**src/hdl/i2c_temp_sensor_poller_top_macros.svh**
```systemverilog
// assertion macros for the poller top level
`ifndef I2C_TEMP_SENSOR_POLLER_TOP_MACROS_SVH
`define I2C_TEMP_SENSOR_POLLER_TOP_MACROS_SVH

`ifndef ASSERT_OFF

// condition in this cycle implies consequence in this cycle
`define ITSP_ASSERT_NOW(label, clk, rst, cond, cons, msg) \
   label: assert property (@(posedge clk) disable iff (rst) (cond) |-> (cons)) \
      else $error(msg);

// condition in this cycle implies consequence in the next cycle
`define ITSP_ASSERT_NEXT(label, clk, rst, cond, cons, msg) \
   label: assert property (@(posedge clk) disable iff (rst) (cond) |=> (cons)) \
      else $error(msg);

`else

`define ITSP_ASSERT_NOW(label, clk, rst, cond, cons, msg)
`define ITSP_ASSERT_NEXT(label, clk, rst, cond, cons, msg)

`endif

`endif

```
**src/hdl/itsp_pkg.sv**
```systemverilog
// shared types, codes and the temperature decode for the sensor poller
package itsp_pkg;

   // request kinds
   localparam logic [1:0] REQ_START = 2'd0;
   localparam logic [1:0] REQ_POLL  = 2'd1;
   localparam logic [1:0] REQ_DONE  = 2'd2;

   // sensor register numbers
   localparam logic [2:0] REG_NONE  = 3'd0;
   localparam logic [2:0] REG_TEMP  = 3'd5;
   localparam logic [2:0] REG_MAKER = 3'd6;
   localparam logic [2:0] REG_PART  = 3'd7;

   // status codes
   localparam logic [2:0] ERR_NONE  = 3'd0;
   localparam logic [2:0] ERR_BUS   = 3'd1;
   localparam logic [2:0] ERR_MAKER = 3'd2;
   localparam logic [2:0] ERR_PART  = 3'd3;
   localparam logic [2:0] ERR_DOWN  = 3'd4;

   // csr indexes
   localparam logic [1:0] CSR_RETRY = 2'd0;
   localparam logic [1:0] CSR_POLL  = 2'd1;
   localparam logic [1:0] CSR_MAKER = 2'd2;
   localparam logic [1:0] CSR_PART  = 2'd3;

   // csr reset values
   localparam logic [15:0] RETRY_RESET = 16'd1000;
   localparam logic [15:0] POLL_RESET  = 16'd100;
   localparam logic [15:0] MAKER_RESET = 16'h0054;
   localparam logic [15:0] PART_RESET  = 16'h0400;

   // held temperature after reset or start
   localparam logic [15:0] TEMP_RESET = 16'd250;

   typedef struct packed {
      logic [15:0] retry_period_ms;
      logic [15:0] poll_period_ms;
      logic [15:0] expected_maker_id;
      logic [15:0] expected_part_id;
   } itsp_cfg_type;

   typedef struct packed {
      logic [1:0]  req_type;
      logic [31:0] now_ms;
      logic        read_ok;
      logic [15:0] read_word;
      logic [7:0]  bus_error_code;
   } itsp_req_type;

   typedef struct packed {
      logic               issue_read;
      logic [2:0]         read_register;
      logic               call_done;
      logic               call_ok;
      logic signed [15:0] ambient_cdeg;
      logic               have_temp;
      logic               sensor_up;
      logic [2:0]         error_code;
      logic [7:0]         bus_status;
      logic [15:0]        seen_maker_id;
      logic [15:0]        seen_part_id;
   } itsp_rsp_type;

   // raw word to hundredths of a degree: (low 12 bits * 100) / 16, sign bit 12
   function automatic logic [15:0] decode_temp(input logic [15:0] raw);
      logic [18:0] prod;
      logic [15:0] mag;
      begin
         prod = {7'd0, raw[11:0]} * 19'd100;
         mag  = {1'b0, prod[18:4]};
         decode_temp = raw[12] ? (mag - 16'd25600) : mag;
      end
   endfunction

endpackage

```
**src/hdl/itsp_csr.sv**
```systemverilog
// configuration registers behind the apb-style port
module itsp_csr (
   input  logic                 clock,
   input  logic                 reset,
   input  logic                 psel,
   input  logic                 penable,
   input  logic                 pwrite,
   input  logic [3:0]           paddr,
   input  logic [31:0]          pwdata,
   output logic [31:0]          prdata,
   output logic                 pready,
   output itsp_pkg::itsp_cfg_type cfg
);
   import itsp_pkg::*;

   itsp_cfg_type cfg_ff;
   logic         wr_en;
   logic [1:0]   idx;

   assign pready = 1'b1;
   assign idx    = paddr[3:2];
   assign wr_en  = psel && penable && pwrite;
   assign cfg    = cfg_ff;

   // register writes
   always_ff @(posedge clock) begin
      if (reset) begin
         cfg_ff.retry_period_ms   <= RETRY_RESET;
         cfg_ff.poll_period_ms    <= POLL_RESET;
         cfg_ff.expected_maker_id <= MAKER_RESET;
         cfg_ff.expected_part_id  <= PART_RESET;
      end else if (wr_en) begin
         case (idx)
            CSR_RETRY: cfg_ff.retry_period_ms   <= pwdata[15:0];
            CSR_POLL:  cfg_ff.poll_period_ms    <= pwdata[15:0];
            CSR_MAKER: cfg_ff.expected_maker_id <= pwdata[15:0];
            CSR_PART:  cfg_ff.expected_part_id  <= pwdata[15:0];
            default: ;
         endcase
      end
   end

   // read mux
   always_comb begin
      case (idx)
         CSR_RETRY: prdata = {16'd0, cfg_ff.retry_period_ms};
         CSR_POLL:  prdata = {16'd0, cfg_ff.poll_period_ms};
         CSR_MAKER: prdata = {16'd0, cfg_ff.expected_maker_id};
         CSR_PART:  prdata = {16'd0, cfg_ff.expected_part_id};
         default:   prdata = 32'd0;
      endcase
   end

endmodule

```
**src/hdl/itsp_core.sv**
```systemverilog
// sensor state, per-beat decision and the result register
module itsp_core (
   input  logic                   clock,
   input  logic                   reset,
   input  itsp_pkg::itsp_cfg_type cfg,
   input  logic                   in_valid,
   input  itsp_pkg::itsp_req_type in_beat,
   input  logic                   rsp_stall,
   output logic                   take,
   output logic                   rsp_valid,
   output itsp_pkg::itsp_rsp_type rsp_beat
);
   import itsp_pkg::*;

   // phase codes
   localparam logic [1:0] PH_IDLE  = 2'd0;
   localparam logic [1:0] PH_MAKER = 2'd1;
   localparam logic [1:0] PH_PART  = 2'd2;
   localparam logic [1:0] PH_TEMP  = 2'd3;

   logic [1:0]  phase_ff,     phase_in;
   logic        pend_poll_ff, pend_poll_in;
   logic [31:0] pend_time_ff, pend_time_in;
   logic [31:0] last_att_ff,  last_att_in;
   logic [31:0] last_upd_ff,  last_upd_in;
   logic [15:0] temp_ff,      temp_in;
   logic [15:0] maker_ff,     maker_in;
   logic [15:0] part_ff,      part_in;
   logic        up_ff,        up_in;
   logic        ready_ff,     ready_in;
   logic [2:0]  err_ff,       err_in;
   logic [7:0]  bus_ff,       bus_in;

   logic         rsp_valid_ff;
   itsp_rsp_type rsp_ff, rsp_in;

   logic        issue, done, ok, probe_end, passed;
   logic [2:0]  rd_reg;
   logic [31:0] since_att, since_upd;

   // the result register frees up when empty or taken this cycle
   assign take      = in_valid && (!rsp_valid_ff || !rsp_stall);
   assign rsp_valid = rsp_valid_ff;
   assign rsp_beat  = rsp_ff;

   assign since_att = in_beat.now_ms - last_att_ff;
   assign since_upd = in_beat.now_ms - last_upd_ff;

   // next state and result for one beat
   always_comb begin
      phase_in     = phase_ff;
      pend_poll_in = pend_poll_ff;
      pend_time_in = pend_time_ff;
      last_att_in  = last_att_ff;
      last_upd_in  = last_upd_ff;
      temp_in      = temp_ff;
      maker_in     = maker_ff;
      part_in      = part_ff;
      up_in        = up_ff;
      ready_in     = ready_ff;
      err_in       = err_ff;
      bus_in       = bus_ff;
      issue        = 1'b0;
      rd_reg       = REG_NONE;
      done         = 1'b0;
      ok           = 1'b0;
      probe_end    = 1'b0;
      passed       = 1'b0;

      case (in_beat.req_type)
         REQ_START: begin
            last_upd_in  = 32'd0;
            last_att_in  = in_beat.now_ms;
            temp_in      = TEMP_RESET;
            maker_in     = 16'd0;
            part_in      = 16'd0;
            up_in        = 1'b0;
            ready_in     = 1'b0;
            err_in       = ERR_DOWN;
            bus_in       = 8'd0;
            pend_poll_in = 1'b0;
            phase_in     = PH_MAKER;
            issue        = 1'b1;
            rd_reg       = REG_MAKER;
         end
         REQ_POLL: begin
            if (phase_ff == PH_IDLE) begin
               if (!up_ff) begin
                  // sensor down: retry the probe when the retry period is up
                  if (since_att >= {16'd0, cfg.retry_period_ms}) begin
                     last_att_in  = in_beat.now_ms;
                     bus_in       = 8'd0;
                     pend_poll_in = 1'b1;
                     phase_in     = PH_MAKER;
                     issue        = 1'b1;
                     rd_reg       = REG_MAKER;
                  end else begin
                     err_in = ERR_DOWN;
                     done   = 1'b1;
                  end
               end else if (since_upd < {16'd0, cfg.poll_period_ms}) begin
                  done = 1'b1;
                  ok   = ready_ff;
               end else begin
                  pend_time_in = in_beat.now_ms;
                  pend_poll_in = 1'b1;
                  phase_in     = PH_TEMP;
                  issue        = 1'b1;
                  rd_reg       = REG_TEMP;
               end
            end
         end
         REQ_DONE: begin
            if (phase_ff inside {PH_MAKER, PH_PART}) begin
               // probe reads
               if (!in_beat.read_ok) begin
                  up_in     = 1'b0;
                  err_in    = ERR_BUS;
                  bus_in    = in_beat.bus_error_code;
                  probe_end = 1'b1;
               end else if (phase_ff == PH_MAKER) begin
                  maker_in = in_beat.read_word;
                  if (in_beat.read_word != cfg.expected_maker_id) begin
                     up_in     = 1'b0;
                     err_in    = ERR_MAKER;
                     probe_end = 1'b1;
                  end else begin
                     phase_in = PH_PART;
                     issue    = 1'b1;
                     rd_reg   = REG_PART;
                  end
               end else begin
                  part_in = in_beat.read_word;
                  if (in_beat.read_word != cfg.expected_part_id) begin
                     up_in     = 1'b0;
                     err_in    = ERR_PART;
                     probe_end = 1'b1;
                  end else begin
                     up_in     = 1'b1;
                     err_in    = ERR_NONE;
                     bus_in    = 8'd0;
                     probe_end = 1'b1;
                     passed    = 1'b1;
                  end
               end
            end else if (phase_ff == PH_TEMP) begin
               // temperature read
               phase_in = PH_IDLE;
               done     = 1'b1;
               if (!in_beat.read_ok) begin
                  ready_in = 1'b0;
                  up_in    = 1'b0;
                  err_in   = ERR_BUS;
                  bus_in   = in_beat.bus_error_code;
               end else begin
                  last_upd_in = pend_time_ff;
                  temp_in     = decode_temp(in_beat.read_word);
                  ready_in    = 1'b1;
                  err_in      = ERR_NONE;
                  bus_in      = 8'd0;
                  ok          = 1'b1;
               end
            end
         end
         default: ;
      endcase

      // probe finished: a probe started by a poll always ends with the down code and a failed call
      if (probe_end) begin
         phase_in = PH_IDLE;
         done     = 1'b1;
         if (pend_poll_ff) begin
            err_in = ERR_DOWN;
            ok     = 1'b0;
         end else begin
            ok = passed;
         end
      end

      rsp_in.issue_read    = issue;
      rsp_in.read_register = rd_reg;
      rsp_in.call_done     = done;
      rsp_in.call_ok       = ok;
      rsp_in.ambient_cdeg  = temp_in;
      rsp_in.have_temp     = ready_in;
      rsp_in.sensor_up     = up_in;
      rsp_in.error_code    = err_in;
      rsp_in.bus_status    = bus_in;
      rsp_in.seen_maker_id = maker_in;
      rsp_in.seen_part_id  = part_in;
   end

   // sensor state
   always_ff @(posedge clock) begin
      if (reset) begin
         phase_ff     <= PH_IDLE;
         pend_poll_ff <= 1'b0;
         pend_time_ff <= 32'd0;
         last_att_ff  <= 32'd0;
         last_upd_ff  <= 32'd0;
         temp_ff      <= TEMP_RESET;
         maker_ff     <= 16'd0;
         part_ff      <= 16'd0;
         up_ff        <= 1'b0;
         ready_ff     <= 1'b0;
         err_ff       <= ERR_DOWN;
         bus_ff       <= 8'd0;
      end else if (take) begin
         phase_ff     <= phase_in;
         pend_poll_ff <= pend_poll_in;
         pend_time_ff <= pend_time_in;
         last_att_ff  <= last_att_in;
         last_upd_ff  <= last_upd_in;
         temp_ff      <= temp_in;
         maker_ff     <= maker_in;
         part_ff      <= part_in;
         up_ff        <= up_in;
         ready_ff     <= ready_in;
         err_ff       <= err_in;
         bus_ff       <= bus_in;
      end
   end

   // result register valid
   always_ff @(posedge clock) begin
      if (reset) begin
         rsp_valid_ff <= 1'b0;
      end else if (take) begin
         rsp_valid_ff <= 1'b1;
      end else if (!rsp_stall) begin
         rsp_valid_ff <= 1'b0;
      end
   end

   // result register payload
   always_ff @(posedge clock) begin
      if (take) begin
         rsp_ff <= rsp_in;
      end
   end

endmodule

```
**src/hdl/i2c_temp_sensor_poller_top.sv**
```systemverilog
// top level of the temperature sensor poller
//
//   channel  direction  handshake            payload
//   req      in         req_valid/req_stall  type, time, read completion fields
//   rsp      out        rsp_valid/rsp_stall  read request, call outcome, status
//   csr      in         apb-style psel/...   four 16-bit registers at 0x0..0xc
//
// one beat per cycle while rsp_stall is low; a beat goes through the input
// register and then the result register, whose valid flag marks its result
// while a finished result waits, an empty input register still takes one beat
// reset clears the state to not-initialized with no read outstanding
// rsp_stall holds the result register, then the input register, then req_stall
module i2c_temp_sensor_poller_top (
   input  logic               clock,
   input  logic               reset,
   // request channel
   input  logic               req_valid,
   output logic               req_stall,
   input  logic [1:0]         req_type,
   input  logic [31:0]        req_now_ms,
   input  logic               req_read_ok,
   input  logic [15:0]        req_read_word,
   input  logic [7:0]         req_bus_error_code,
   // result channel
   output logic               rsp_valid,
   input  logic               rsp_stall,
   output logic               rsp_issue_read,
   output logic [2:0]         rsp_read_register,
   output logic               rsp_call_done,
   output logic               rsp_call_ok,
   output logic signed [15:0] rsp_ambient_cdeg,
   output logic               rsp_have_temp,
   output logic               rsp_sensor_up,
   output logic [2:0]         rsp_error_code,
   output logic [7:0]         rsp_bus_status,
   output logic [15:0]        rsp_seen_maker_id,
   output logic [15:0]        rsp_seen_part_id,
   // configuration port
   input  logic               psel,
   input  logic               penable,
   input  logic               pwrite,
   input  logic [3:0]         paddr,
   input  logic [31:0]        pwdata,
   output logic [31:0]        prdata,
   output logic               pready
);
   import itsp_pkg::*;

   `include "i2c_temp_sensor_poller_top_macros.svh"

   itsp_cfg_type cfg;
   itsp_req_type in_beat_ff;
   logic         in_valid_ff;
   logic         take;
   itsp_rsp_type rsp_beat;

   // configuration registers
   itsp_csr u_csr (
      .clock   (clock),
      .reset   (reset),
      .psel    (psel),
      .penable (penable),
      .pwrite  (pwrite),
      .paddr   (paddr),
      .pwdata  (pwdata),
      .prdata  (prdata),
      .pready  (pready),
      .cfg     (cfg)
   );

   // input register: refills when empty or when its beat moves on
   assign req_stall = in_valid_ff && !take;

   always_ff @(posedge clock) begin
      if (reset) begin
         in_valid_ff <= 1'b0;
      end else if (!req_stall) begin
         in_valid_ff <= req_valid;
      end
   end

   always_ff @(posedge clock) begin
      if (req_valid && !req_stall) begin
         in_beat_ff.req_type       <= req_type;
         in_beat_ff.now_ms         <= req_now_ms;
         in_beat_ff.read_ok        <= req_read_ok;
         in_beat_ff.read_word      <= req_read_word;
         in_beat_ff.bus_error_code <= req_bus_error_code;
      end
   end

   // decision logic and result register
   itsp_core u_core (
      .clock     (clock),
      .reset     (reset),
      .cfg       (cfg),
      .in_valid  (in_valid_ff),
      .in_beat   (in_beat_ff),
      .rsp_stall (rsp_stall),
      .take      (take),
      .rsp_valid (rsp_valid),
      .rsp_beat  (rsp_beat)
   );

   // result fields
   assign rsp_issue_read    = rsp_beat.issue_read;
   assign rsp_read_register = rsp_beat.read_register;
   assign rsp_call_done     = rsp_beat.call_done;
   assign rsp_call_ok       = rsp_beat.call_ok;
   assign rsp_ambient_cdeg  = rsp_beat.ambient_cdeg;
   assign rsp_have_temp     = rsp_beat.have_temp;
   assign rsp_sensor_up     = rsp_beat.sensor_up;
   assign rsp_error_code    = rsp_beat.error_code;
   assign rsp_bus_status    = rsp_beat.bus_status;
   assign rsp_seen_maker_id = rsp_beat.seen_maker_id;
   assign rsp_seen_part_id  = rsp_beat.seen_part_id;

   // checks
   `ITSP_ASSERT_NOW(a_issue_not_done, clock, reset, rsp_valid && rsp_issue_read, !rsp_call_done, "request and done")
   `ITSP_ASSERT_NOW(a_reg_only_on_issue, clock, reset, rsp_valid && !rsp_issue_read, rsp_read_register == REG_NONE, "stray reg")
   `ITSP_ASSERT_NOW(a_up_status, clock, reset, rsp_valid && rsp_sensor_up, rsp_error_code == ERR_NONE || rsp_error_code == ERR_DOWN, "up failed")
   `ITSP_ASSERT_NEXT(a_stall_holds_input, clock, reset, req_stall, in_valid_ff, "stalled beat lost")

endmodule
```
**config.mk**
```make
export PLATFORM = sky130hd
export DESIGN_NAME = i2c_temp_sensor_poller_top
export DESIGN_NICKNAME = d
export VERILOG_FILES = /design/src/hdl/itsp_pkg.sv /design/src/hdl/itsp_csr.sv /design/src/hdl/itsp_core.sv /design/src/hdl/i2c_temp_sensor_poller_top.sv
export VERILOG_INCLUDE_DIRS = /design/src /design/src/hdl
export SDC_FILE = /design/constraint.sdc
export NUM_CORES = 1
export LEC_CHECK = 0
export BUFFER_PORTS_ARGS = -buffer_cell sky130_fd_sc_hd__buf_4
export CORE_ASPECT_RATIO = 2
export CORE_MARGIN = 2
export CORE_UTILIZATION = 65
export CTS_BUF_LIST = sky130_fd_sc_hd__clkbuf_4 sky130_fd_sc_hd__clkbuf_8 sky130_fd_sc_hd__clkbuf_16
export CTS_CLUSTER_SIZE = 8
export DETAILED_ROUTE_END_ITERATION = 8
export PLACE_DENSITY = 0.88
export SKIP_CTS_REPAIR_TIMING = 1
export SLEW_MARGIN = 20
export SYNTH_ARGS = -nofsm -noshare
export SYNTH_HDL_FRONTEND = slang
export SYNTH_HIERARCHICAL = 1
export SYNTH_SLANG_ARGS = --single-unit
```
**constraint.sdc**
```tcl
create_clock -name clock -period 17.25 [get_ports clock]
set_clock_uncertainty 0.1 [all_clocks]
set_input_delay 3.45 -clock clock [delete_from_list [all_inputs] [get_ports clock]]
set_output_delay 3.45 -clock clock [all_outputs]
set_load 0.02 [all_outputs]
```
==> run_results.csv, run 1 <==
group,metric,value,unit
outcome,status,"completed",
final_layout,antenna_cells,0,
placement,hpwlAfterDp,43770,um
global_route,grt.met1_usage,0.3860,
sta,setup_viol,0,
clocking,cts_buffers,49,
final_layout,nFillCells,2204,
sta,hold_viol,0,
routing,via_count,18740,
routing,dr.pass1.iters,6,
clocking,cts_sinks,351,
sta,slew_viol_final,0,
setup_path,worst_r2r_startpoint,"in_beat_ff[29]",
global_route,busiest_layer,"met2",
synthesis,ys_seq_area_frac,0.4009,
sta,finalSetupTns,0,ps
synthesis,synthCells,2324,
synthesis,ys_types,92,
setup_path,endpoint_kind,"primary output",
global_route,grt_usage,0.3706,
global_route,grt_max_degree,111,
power,vdd_drop_max,0.00008070,V
hold_path,hp-start,"u_core/last_upd_ff[7]",
clocking,clk_root_buffer_cell,"clkbuf_16",
sta,min_period,8238,ps
routing,viasPerCell,6.509,
synthesis,async_flop_share,0,
setup_path,cp.required,13700,ps
power,power_leakage,9.141,nW
routing,ant_nets,0,
final_layout,syn2layout_area_growth,13.74,%
final_layout,final_cell_mix,"nand2_1 (242), dfxtp_1 (226), a21oi_1 (223)",
routing,routed_wl,62800,um
power,power,2.271,mW
clocking,cts_buffer_depth,3,
placement,gp_congestion,0.9674,
sta,hold_ws,349.9,ps
routing,drc_errors,0,
global_route,grt_use_met3,0.05644,
setup_path,cp_max_fo,36,
global_route,met2_usage,0.6451,
floorplanning,fp.dieW,130.0,um
routing,drt_iter0_markers,1785,
sta,fmax,0.1214,GHz
power,powerDensity,96.70,nW/um^2
flow_run,cap_viol_max_count,0,
floorplanning,core-area,31430,sq um
setup_path,startpoint,"paddr[2]",
clocking,cts_tree,"done",
synthesis,synth_flop_cell,"dfxtp_1",
global_route,grt_pass1_vias,18530,
final_layout,final_common_cell,"nand2_1",
global_route,grt_overflow,0,
final_layout,utilization,0.7473,
sta,finalCritPeriodShare,0.4775,
floorplanning,start_util,0.6570,
sta,slew_headroom,0.2490,
final_layout,nets,2679,
synthesis,yosys_warnings,6,
floorplanning,dieArea,33290,sq um
floorplanning,io_pins,204,
clocking,cts.clk_slew.worst_paths,50,ps
placement,io_buffers,168,
setup_path,arrival,4690,ps
global_route,grt_antenna_before_repair,0,
global_route,grt_pass1_wl,96540,um
synthesis,syn_avg_cell_area,8.884,sq um
sta,worstMarginPinSlew,1123,ps
synthesis,synth_edf_count,125,
setup_path,crit_type,"input pin to primary output",
final_layout,drive_gt1_frac,0.1307,
floorplanning,die_y,256.0,um
routing,wl_per_cell,21.81,um
floorplanning,rows,92,
hold_path,min_path_type,"register to register",
synthesis,yosys_register_bits,351,
clocking,cts_max_level,2,
synthesis,syn_area,20650,sq um
setup_path,worstSetupStartpointType,"input pin",
clocking,clock_latency,570,ps
sta,rsz0062_at_grt,"no",
[metrics by stage]
stage	std cells	area (sq um)	worst slack (ps)
final	2879	23480	9012
after global routing	2879	23480	9012
after CTS	2879	23480	9036
after detailed placement	2797	21970	9034
after global placement	2797	21970	9059
after floorplan	2339	20700	7455
[worst paths after layout]
kind	endpoint	slack (ps)	depth (start not counted)
setup / recovery	prdata[3]	9010	3
hold / removal	u_core/last_upd_ff[7]	350	2
setup reg to reg	u_core/pend_time_ff[19]	10650	23
hold reg to reg	u_core/last_upd_ff[7]	350	2
[where the power goes]
group          switching, mW  internal (mW)  total (mW)
clock network          0.360          0.581       0.942
logic                  0.262          0.156       0.417
registers             0.0249          0.887       0.912
[flip-flops by register name (all words and copies together) (netlist names)]
signal and flops:
u_core/rsp_beat 66, u_csr/cfg 64, in_beat_ff 59, u_core/last_att_ff 32, u_core/last_upd_ff 32, u_core/pend_time_ff 32
u_core/maker_ff 16, u_core/part_ff 16, u_core/temp_ff 16, u_core/bus_ff 8, u_core/err_ff 3, u_core/phase_ff 2
in_valid_ff 1, u_core/pend_poll_ff 1, u_core/ready_ff 1, u_core/rsp_valid 1, u_core/up_ff 1
[layout make-up]
| cell class | instances | area [sq um] | area share |
|---|---|---|---|
| Inverter | 164 | 620.6 | 0.02643 |
| Timing Repair Buffer | 184 | 1385 | 0.05898 |
| Tap cell | 423 | 529.3 | 0.02254 |
| Sequential cell | 351 | 8278 | 0.3525 |
| Clock buffer | 80 | 1476 | 0.06287 |
| Clock inverter | 2 | 36.28 | 0.001545 |
| Multi-Input combinational cell | 1675 | 11160 | 0.4751 |
[synth_stat cells (all sizes together) (25+ instances only)]
library cell | instances | share of area
nor3 | 26 | 0.0068
buf | 40 | 0.013
a21o | 25 | 0.0091
clkbuf | 109 | 0.020
nor2 | 102 | 0.019
xor2 | 36 | 0.015
o211ai | 45 | 0.016
edfxtp | 125 | 0.18
nand4 | 26 | 0.0082
ha | 143 | 0.087
o21ai | 175 | 0.043
dfxtp | 226 | 0.22
mux2i | 59 | 0.029
xnor2 | 49 | 0.021
nand3 | 143 | 0.035
inv | 162 | 0.029
a21oi | 225 | 0.055
nand2b | 70 | 0.021
nand2 | 243 | 0.044
nor2b | 29 | 0.0092
[critical path: stages]
cell	delay, ps
buf_4	400
mux4_2	630
buf_4	190
[cell families after synthesis]
logic type	Yosys count	share of synthesized area
multiplexers	77	0.04715
XOR/XNOR	85	0.03606
AO/OA/AOI/OAI	619	0.1846
other	2	0.0003637
adder cells (fa/ha/maj)	152	0.09539
AND/OR/NAND/NOR	725	0.1724
buffers and inverters	313	0.06309
flip-flops	351	0.4009
[per-layer routing]
layer  up-vias  wire (um)
met2      1041      32100
li1       8487          -
met3       330       4135
met1      8882      20750
met5         -          0
met4         0       5805
Note: power is estimated with default switching activity, not from simulation.
==> inputs of run 2 (changes only) <==
--- a/config.mk
+++ b/config.mk
@@ -9,11 +9,11 @@
 export BUFFER_PORTS_ARGS = -buffer_cell sky130_fd_sc_hd__buf_4
 export CORE_ASPECT_RATIO = 2
 export CORE_MARGIN = 2
-export CORE_UTILIZATION = 65
+export CORE_UTILIZATION = 54
 export CTS_BUF_LIST = sky130_fd_sc_hd__clkbuf_4 sky130_fd_sc_hd__clkbuf_8 sky130_fd_sc_hd__clkbuf_16
 export CTS_CLUSTER_SIZE = 8
 export DETAILED_ROUTE_END_ITERATION = 8
-export PLACE_DENSITY = 0.88
+export PLACE_DENSITY = 0.78
 export SKIP_CTS_REPAIR_TIMING = 1
 export SLEW_MARGIN = 20
 export SYNTH_ARGS = -nofsm -noshare
==> constraint.sdc (replaced) <==
create_clock -name clock -period 7.3 [get_ports clock]
set_clock_uncertainty 0.1 [all_clocks]
set_input_delay 1.46 -clock clock [delete_from_list [all_inputs] [get_ports clock]]
set_output_delay 1.46 -clock clock [all_outputs]
set_load 0.02 [all_outputs]
==> run 2 against run 1 <==
Net effect: sequential power is 140% higher; clock-buffer cell count fell by 2; critical path depth rose by 18; worst setup slack lost 8100 ps; power increased by 130%; clock power rose by 130%; core utilization down 12 points; global-route usage shrank 6.6 points; critical path type is now register to register.
==> run_results.csv, run 2 (synthesis results as in run 1) <==
group,metric,value,unit
outcome,status,"completed",
placement,hpwlAfterDp,44450,um
setup_path,reg2reg_to,"u_core/last_att_ff[8]",
routing,drt_iter0_markers,1362,
clocking,cts_sinks,351,
final_layout,syn2layout_area_growth,14.21,%
placement,postPlaceCellArea,22070,sq um
routing,drc_errors,0,
final_layout,utilization,0.6240,
setup_path,arrival,6750,ps
final_layout,final_area,23580,sq um
power,vdd_drop_max,0.0001804,V
placement,io_buffers,168,
floorplanning,core-area,37790,sq um
routing,dr.pass1.iters,5,
final_layout,nFillCells,3166,
hold_path,min_path_type,"register to register",
power,sw_frac_of_total,0.2828,
sta,setup_viol,0,
sta,worstMarginPinSlew,1058,ps
floorplanning,dieArea,39910,sq um
setup_path,cp_top_family,"compound AO/OA/AOI/OAI gates",
setup_path,startpoint,"in_beat_ff[26]",
setup_path,cp.required,7680,ps
final_layout,largest_register_ffs,66,
floorplanning,start_util,0.5464,
setup_path,cp_max_fo,34,
sta,hold_viol,0,
power,cellInternalPower,3.826,mW
placement,gp_congestion,0.9694,
sta,finalCritPeriodShare,0.8721,
sta,finalSetupTns,0,ps
global_route,grt_max_degree,128,
final_layout,drive_gt1_frac,0.1311,
clocking,cts.clk_slew.worst_paths,50,ps
power,power,5.335,mW
clocking,cts_buffers,49,
routing,routed_wl,61630,um
global_route,grt_pass1_vias,18210,
global_route,grt_overflow,0,
setup_path,slowest_stage,"o21ai_0",
power,powerDensity,226.3,nW/um^2
power,clkPwrFrac,0.415,
placement,place_ws,1135,ps
clocking,clk_root_buffer_cell,"clkbuf_16",
floorplanning,io_pins,204,
sta,min_period,6366,ps
flow_run,cap_viol_max_count,0,
sta,rsz0062_at_grt,"no",
final_layout,final_cell_mix,"nand2_1 (242), dfxtp_1 (226), a21oi_1 (223)",
routing,wl_per_cell,21.11,um
hold_path,hp-start,"u_core/last_upd_ff[6]",
clocking,cts_max_level,2,
clocking,cts_buffer_depth,3,
floorplanning,fp.dieW,142.3,um
global_route,grt_usage,0.3050,
setup_path,endpoint_kind,"register",
setup_path,worst_r2r_startpoint,"in_beat_ff[26]",
sta,worst_slack,933.9,ps
routing,via_count,18160,
setup_path,path_buf_inv,1,
floorplanning,die_y,280.5,um
setup_path,worstSetupStartpointType,"register",
final_layout,nets,2681,
setup_path,r2r_setup_slack,930,ps
global_route,grt_antenna_before_repair,0,
sta,slew_viol_final,0,
setup_path,critPathMaxStageDelay,680,ps
power,seqPwrFrac,0.404,
sta,slew_headroom,0.2924,
power,power_leakage,9.158,nW
final_layout,antenna_cells,0,
final_layout,final_common_cell,"nand2_1",
setup_path,worst_r2r_path_depth,21,
setup_path,crit_type,"register to register",
floorplanning,rows,101,
power,p_switching,1.509,mW
global_route,grt_pass1_wl,95590,um
setup_path,path_cells,"ha_1, nor2b_1, o2111ai_1, a31oi_1, o21ai_0, nand2_1, a21boi_0, xnor2_1, ha_1, nand4_1, nor2_1, o2111ai_1, o22ai_1, nor4_1, o211ai_1, nor4b_1, and4_1, and4_1, buf_4, o21ai_0, a21oi_1",
hold_path,worstHoldEndpoint,"u_core/last_upd_ff[6]",
routing,ant_nets,0,
sta,fmax,0.1571,GHz
routing,viasPerCell,6.220,
hold_path,whs_path_depth,2,
power,power_frac_comb,0.182,
clocking,clock_latency,580,ps
clocking,cts_tree,"done",
run 2: changes by cell type in the layout (fill, tap and decap cells not counted), moves of 2 or more:
cell      change
buf_12        +2
clkbuf_4      -2
nor4_1        -2
nor4_2        +2
run 2: layout make-up:
cell class                 instances  area (sq um)  area share
sequential                       351          8278      0.3511
clock buffer                      78          1461     0.06198
clock inverter                     2         36.28    0.001539
multi-input combinational       1675         11160      0.4732
inverter                         164         620.6     0.02632
timing repair buffer             186          1445     0.06129
tap                              463         579.3     0.02457
run 2: worst reg2reg max path, delay by kind of cell (launching register included):
family | cells | cell delay [ps]
compound gates | 9 | 2380
xor+xnor | 1 | 150
fa+ha+maj | 2 | 590
buf+inv | 1 | 360
flops | 1 | 510
simple gates | 8 | 2180
run 2: power groups by stage:
stage	clock network, mW	logic (mW)	registers [mW]
floorplan	0	0.652	2.19
global placement	0	0.922	2.19
detailed placement	0	0.952	2.19
CTS	2.24	0.957	2.15
global route	2.31	1.06	2.16
finish	2.21	0.969	2.15
run 2: metrics by stage:
step	hold WS, ps	cells
2_1_floorplan	331.9	2339
3_3_place_gp	337.7	2837
3_5_place_dp	345.2	2839
4_1_cts	350.0	2919
5_1_grt	371.3	2919
6_report	349.6	2919
run 2: per-layer routing:
| layer | wire [um] | GRT usage | vias to the layer above |
|---|---|---|---|
| met2 | 33230 | 0.5748 | 776 |
| met5 | 0 | 0 | - |
| met3 | 3092 | 0.03653 | 213 |
| li1 | - | - | 8479 |
| met1 | 21070 | 0.3079 | 8687 |
| met4 | 4225 | 0.2041 | 0 |
run 2: worst max-delay path by stage:
stage | endpoint | slack, ps | cells after the start
final | u_core/last_att_ff[8] | 930 | 21
after global routing | u_core/last_att_ff[17] | 650 | 21
after floorplan | in_beat_ff[0] | 820 | 7
after global placement | u_core/rsp_beat[63] | 1200 | 22
after detailed placement | u_core/last_att_ff[17] | 1140 | 21
after CTS | u_core/last_att_ff[17] | 1100 | 21
==> inputs of run 3 (changes only) <==
--- a/config.mk
+++ b/config.mk
@@ -9,11 +9,12 @@
 export BUFFER_PORTS_ARGS = -buffer_cell sky130_fd_sc_hd__buf_4
 export CORE_ASPECT_RATIO = 2
 export CORE_MARGIN = 2
-export CORE_UTILIZATION = 54
+export CORE_UTILIZATION = 50
 export CTS_BUF_LIST = sky130_fd_sc_hd__clkbuf_4 sky130_fd_sc_hd__clkbuf_8 sky130_fd_sc_hd__clkbuf_16
 export CTS_CLUSTER_SIZE = 8
 export DETAILED_ROUTE_END_ITERATION = 8
-export PLACE_DENSITY = 0.78
+export PLACE_DENSITY = 0.73
+export RECOVER_POWER = 25
 export SKIP_CTS_REPAIR_TIMING = 1
 export SLEW_MARGIN = 20
 export SYNTH_ARGS = -nofsm -noshare
==> constraint.sdc (replaced) <==
create_clock -name clock -period 5.6 [get_ports clock]
set_clock_uncertainty 0.1 [all_clocks]
set_input_delay 1.12 -clock clock [delete_from_list [all_inputs] [get_ports clock]]
set_output_delay 1.12 -clock clock [all_outputs]
set_load 0.02 [all_outputs]
==> run 3 against run 2 <==
Net effect: critical endpoint is now u_core/phase_ff[0]; combinational power is 37% higher; non-clock buffer count is 63 higher; clock-buffer cell count is 1 lower; critical path depth stayed put; sequential cell count stayed put; the flow now finishes with violations (max-capacitance violations, max-slew violations); largest power group unchanged; first-iteration DRC count is 12% lower; via count is 1.6% higher; register-to-register slack worse by 820 ps.
==> run_results.csv, run 3 (synthesis results as in run 1) <==
group,metric,value,unit
outcome,status,"finished with violations",
outcome,violations,"max-capacitance violations, max-slew violations",
global_route,grt_antenna_before_repair,0,
routing,top_layer_used,"met4",
hold_path,min_path_type,"register to register",
routing,ant_nets,0,
routing,wl_per_cell,20.94,um
setup_path,cp.required,5970,ps
power,powerDensity,291.4,nW/um^2
setup_path,endpoint_kind,"register",
routing,drt_iter0_markers,1195,
setup_path,crit_type,"register to register",
routing,via_count,18440,
placement,gp_congestion,0.9670,
floorplanning,start_util,0.5053,
power,clkPwrFrac,0.411,
placement,hpwlAfterDp,47120,um
setup_path,cp_max_fo,4,
sta,setup_viol,0,
global_route,grt_pass1_vias,18310,
power,sw_frac_of_total,0.2881,
power,cellInternalPower,4.993,mW
sta,fmax,0.1822,GHz
sta,hold_viol,0,
routing,wl_met3,3109,um
global_route,grt_usage,0.2893,
routing,viasPerCell,6.040,
clocking,clock_latency,580,ps
global_route,grt_pass1_wl,97940,um
final_layout,final_cell_mix,"nand2_1 (242), dfxtp_1 (226), a21oi_1 (218)",
clocking,cts_max_level,2,
power,seqPwrFrac,0.400,
global_route,grt_overflow,0,
final_layout,nets,2744,
global_route,grt_max_degree,116,
setup_path,critPathMaxStageDelay,540,ps
floorplanning,rows,105,
setup_path,slowest_stage,"or4_4",
power,power_frac_comb,0.190,
sta,hold_ws,349.7,ps
sta,min_period,5489,ps
routing,met2WireLength,34100,um
sta,finalCritPeriodShare,0.9802,
setup_path,path_cells,"inv_2, ha_1, inv_1, fa_2, a21o_1, a221o_2, a22oi_2, nand2b_1, a21oi_2, xnor2_2, ha_1, a21o_1, a21oi_2, nor2b_2, or4_4, a2111oi_4, nand4_1, or4_4, o41a_1, o21ai_2, mux2_1",
routing,drc_errors,0,
routing,wl_met1,22200,um
power,power_leakage,9.281,nW
clocking,cts_tree,"done",
clocking,cts.clk_slew.worst_paths,60,ps
floorplanning,fp.dieW,147.7,um
power,vdd_drop_max,0.0002333,V
floorplanning,dieArea,43030,sq um
final_layout,syn2layout_area_growth,16.55,%
clocking,cts_buffer_depth,3,
final_layout,finalNonFillerCells,3053,
setup_path,path_buf_inv,2,
final_layout,final_common_cell,"nand2_1",
floorplanning,core-area,40860,sq um
setup_path,worstSetupStartpointType,"register",
final_layout,antenna_cells,0,
sta,slew_viol_final,88,
sta,worstMarginPinSlew,1912,ps
final_layout,largest_register_ffs,66,
setup_path,cp_top_family,"compound AO/OA/AOI/OAI gates",
setup_path,arrival,5860,ps
floorplanning,io_pins,204,
floorplanning,die_y,291.4,um
routing,routed_wl,63930,um
placement,io_buffers,168,
sta,slew_headroom,-0.2843,
placement,dp_cells,2969,
flow_run,cap_viol_max_count,3,
clocking,clk_root_buffer_cell,"clkbuf_16",
final_layout,drive_gt1_frac,0.1442,
clocking,cts_buffers,49,
final_layout,nFillCells,3589,
routing,dr.pass1.iters,5,
clocking,cts_sinks,351,
power,p_switching,2.020,mW
run 3: changes by cell type in the layout (fill, tap and decap cells not counted), moves of 4 or more:
| cell | previous run | this run |
|---|---|---|
| o21ai_1 | 17 | 22 |
| clkbuf_1 | 0 | 45 |
| a21oi_1 | 223 | 218 |
| ha_1 | 143 | 139 |
| clkbuf_4 | 28 | 84 |
| buf_4 | 182 | 144 |
| o21ai_0 | 156 | 150 |
| a21oi_2 | 2 | 7 |
run 3: layout make-up:
type                            count  area [sq um]  area share
Timing Repair Buffer              249          1742     0.07238
Sequential cell                   351          8278      0.3440
Inverter                          164         616.8     0.02563
Tap cell                          535         669.4     0.02782
Clock buffer                       77          1436     0.05969
Clock inverter                      2         40.04    0.001664
Multi-Input combinational cell   1675         11280      0.4688
run 3: metrics by stage:
step	util	total power [mW]	cell area, sq um	setup slack [ps]	TNS, ps
after floorplan	-	3.704	20710	455.8	0
final	0.5889	7.013	24060	111.0	0
after detailed placement	0.5528	4.147	22590	-132.9	-220.2
after CTS	0.5889	7.030	24060	-134.7	-249.3
after global routing	0.5889	7.272	24060	-73.81	-644.9
after global placement	0.5528	4.115	22590	-111.9	-146.8
run 3: path summary, 6_finish.rpt:
path | startpoint | end | slack, ps | cells after the start
worst max-delay path | in_beat_ff[25] | u_core/phase_ff[0] | 110 | 21
worst min-delay path | u_core/last_upd_ff[21] | u_core/last_upd_ff[21] | 350 | 2
worst max register to register | in_beat_ff[25] | u_core/phase_ff[0] | 110 | 21
worst min register to register | u_core/last_upd_ff[21] | u_core/last_upd_ff[21] | 350 | 2
run 3: power groups by stage:
stage,logic (mW),registers [mW],clock network (mW)
floorplan,0.850,2.85,0
global placement,1.27,2.85,0
detailed placement,1.29,2.85,0
CTS,1.31,2.80,2.92
global route,1.44,2.81,3.02
finish,1.33,2.80,2.88
run 3: metal layers:
| metal | global-route usage | up-vias |
|---|---|---|
| li1 | - | 8599 |
| met1 | 0.2993 | 8924 |
| met2 | 0.5359 | 695 |
| met3 | 0.03495 | 222 |
| met4 | 0.1951 | 0 |
| met5 | 0 | - |
run 3: worst register-to-register path: cells and delay by family (launching register included):
kind	cells	cell delay, ps
AO/OA/AOI/OAI	9	2190
XOR/XNOR	1	90
adder cells (fa/ha/maj)	3	690
buffers and inverters	2	160
flip-flops	1	400
multiplexers	1	330
AND/OR/NAND/NOR	5	1420
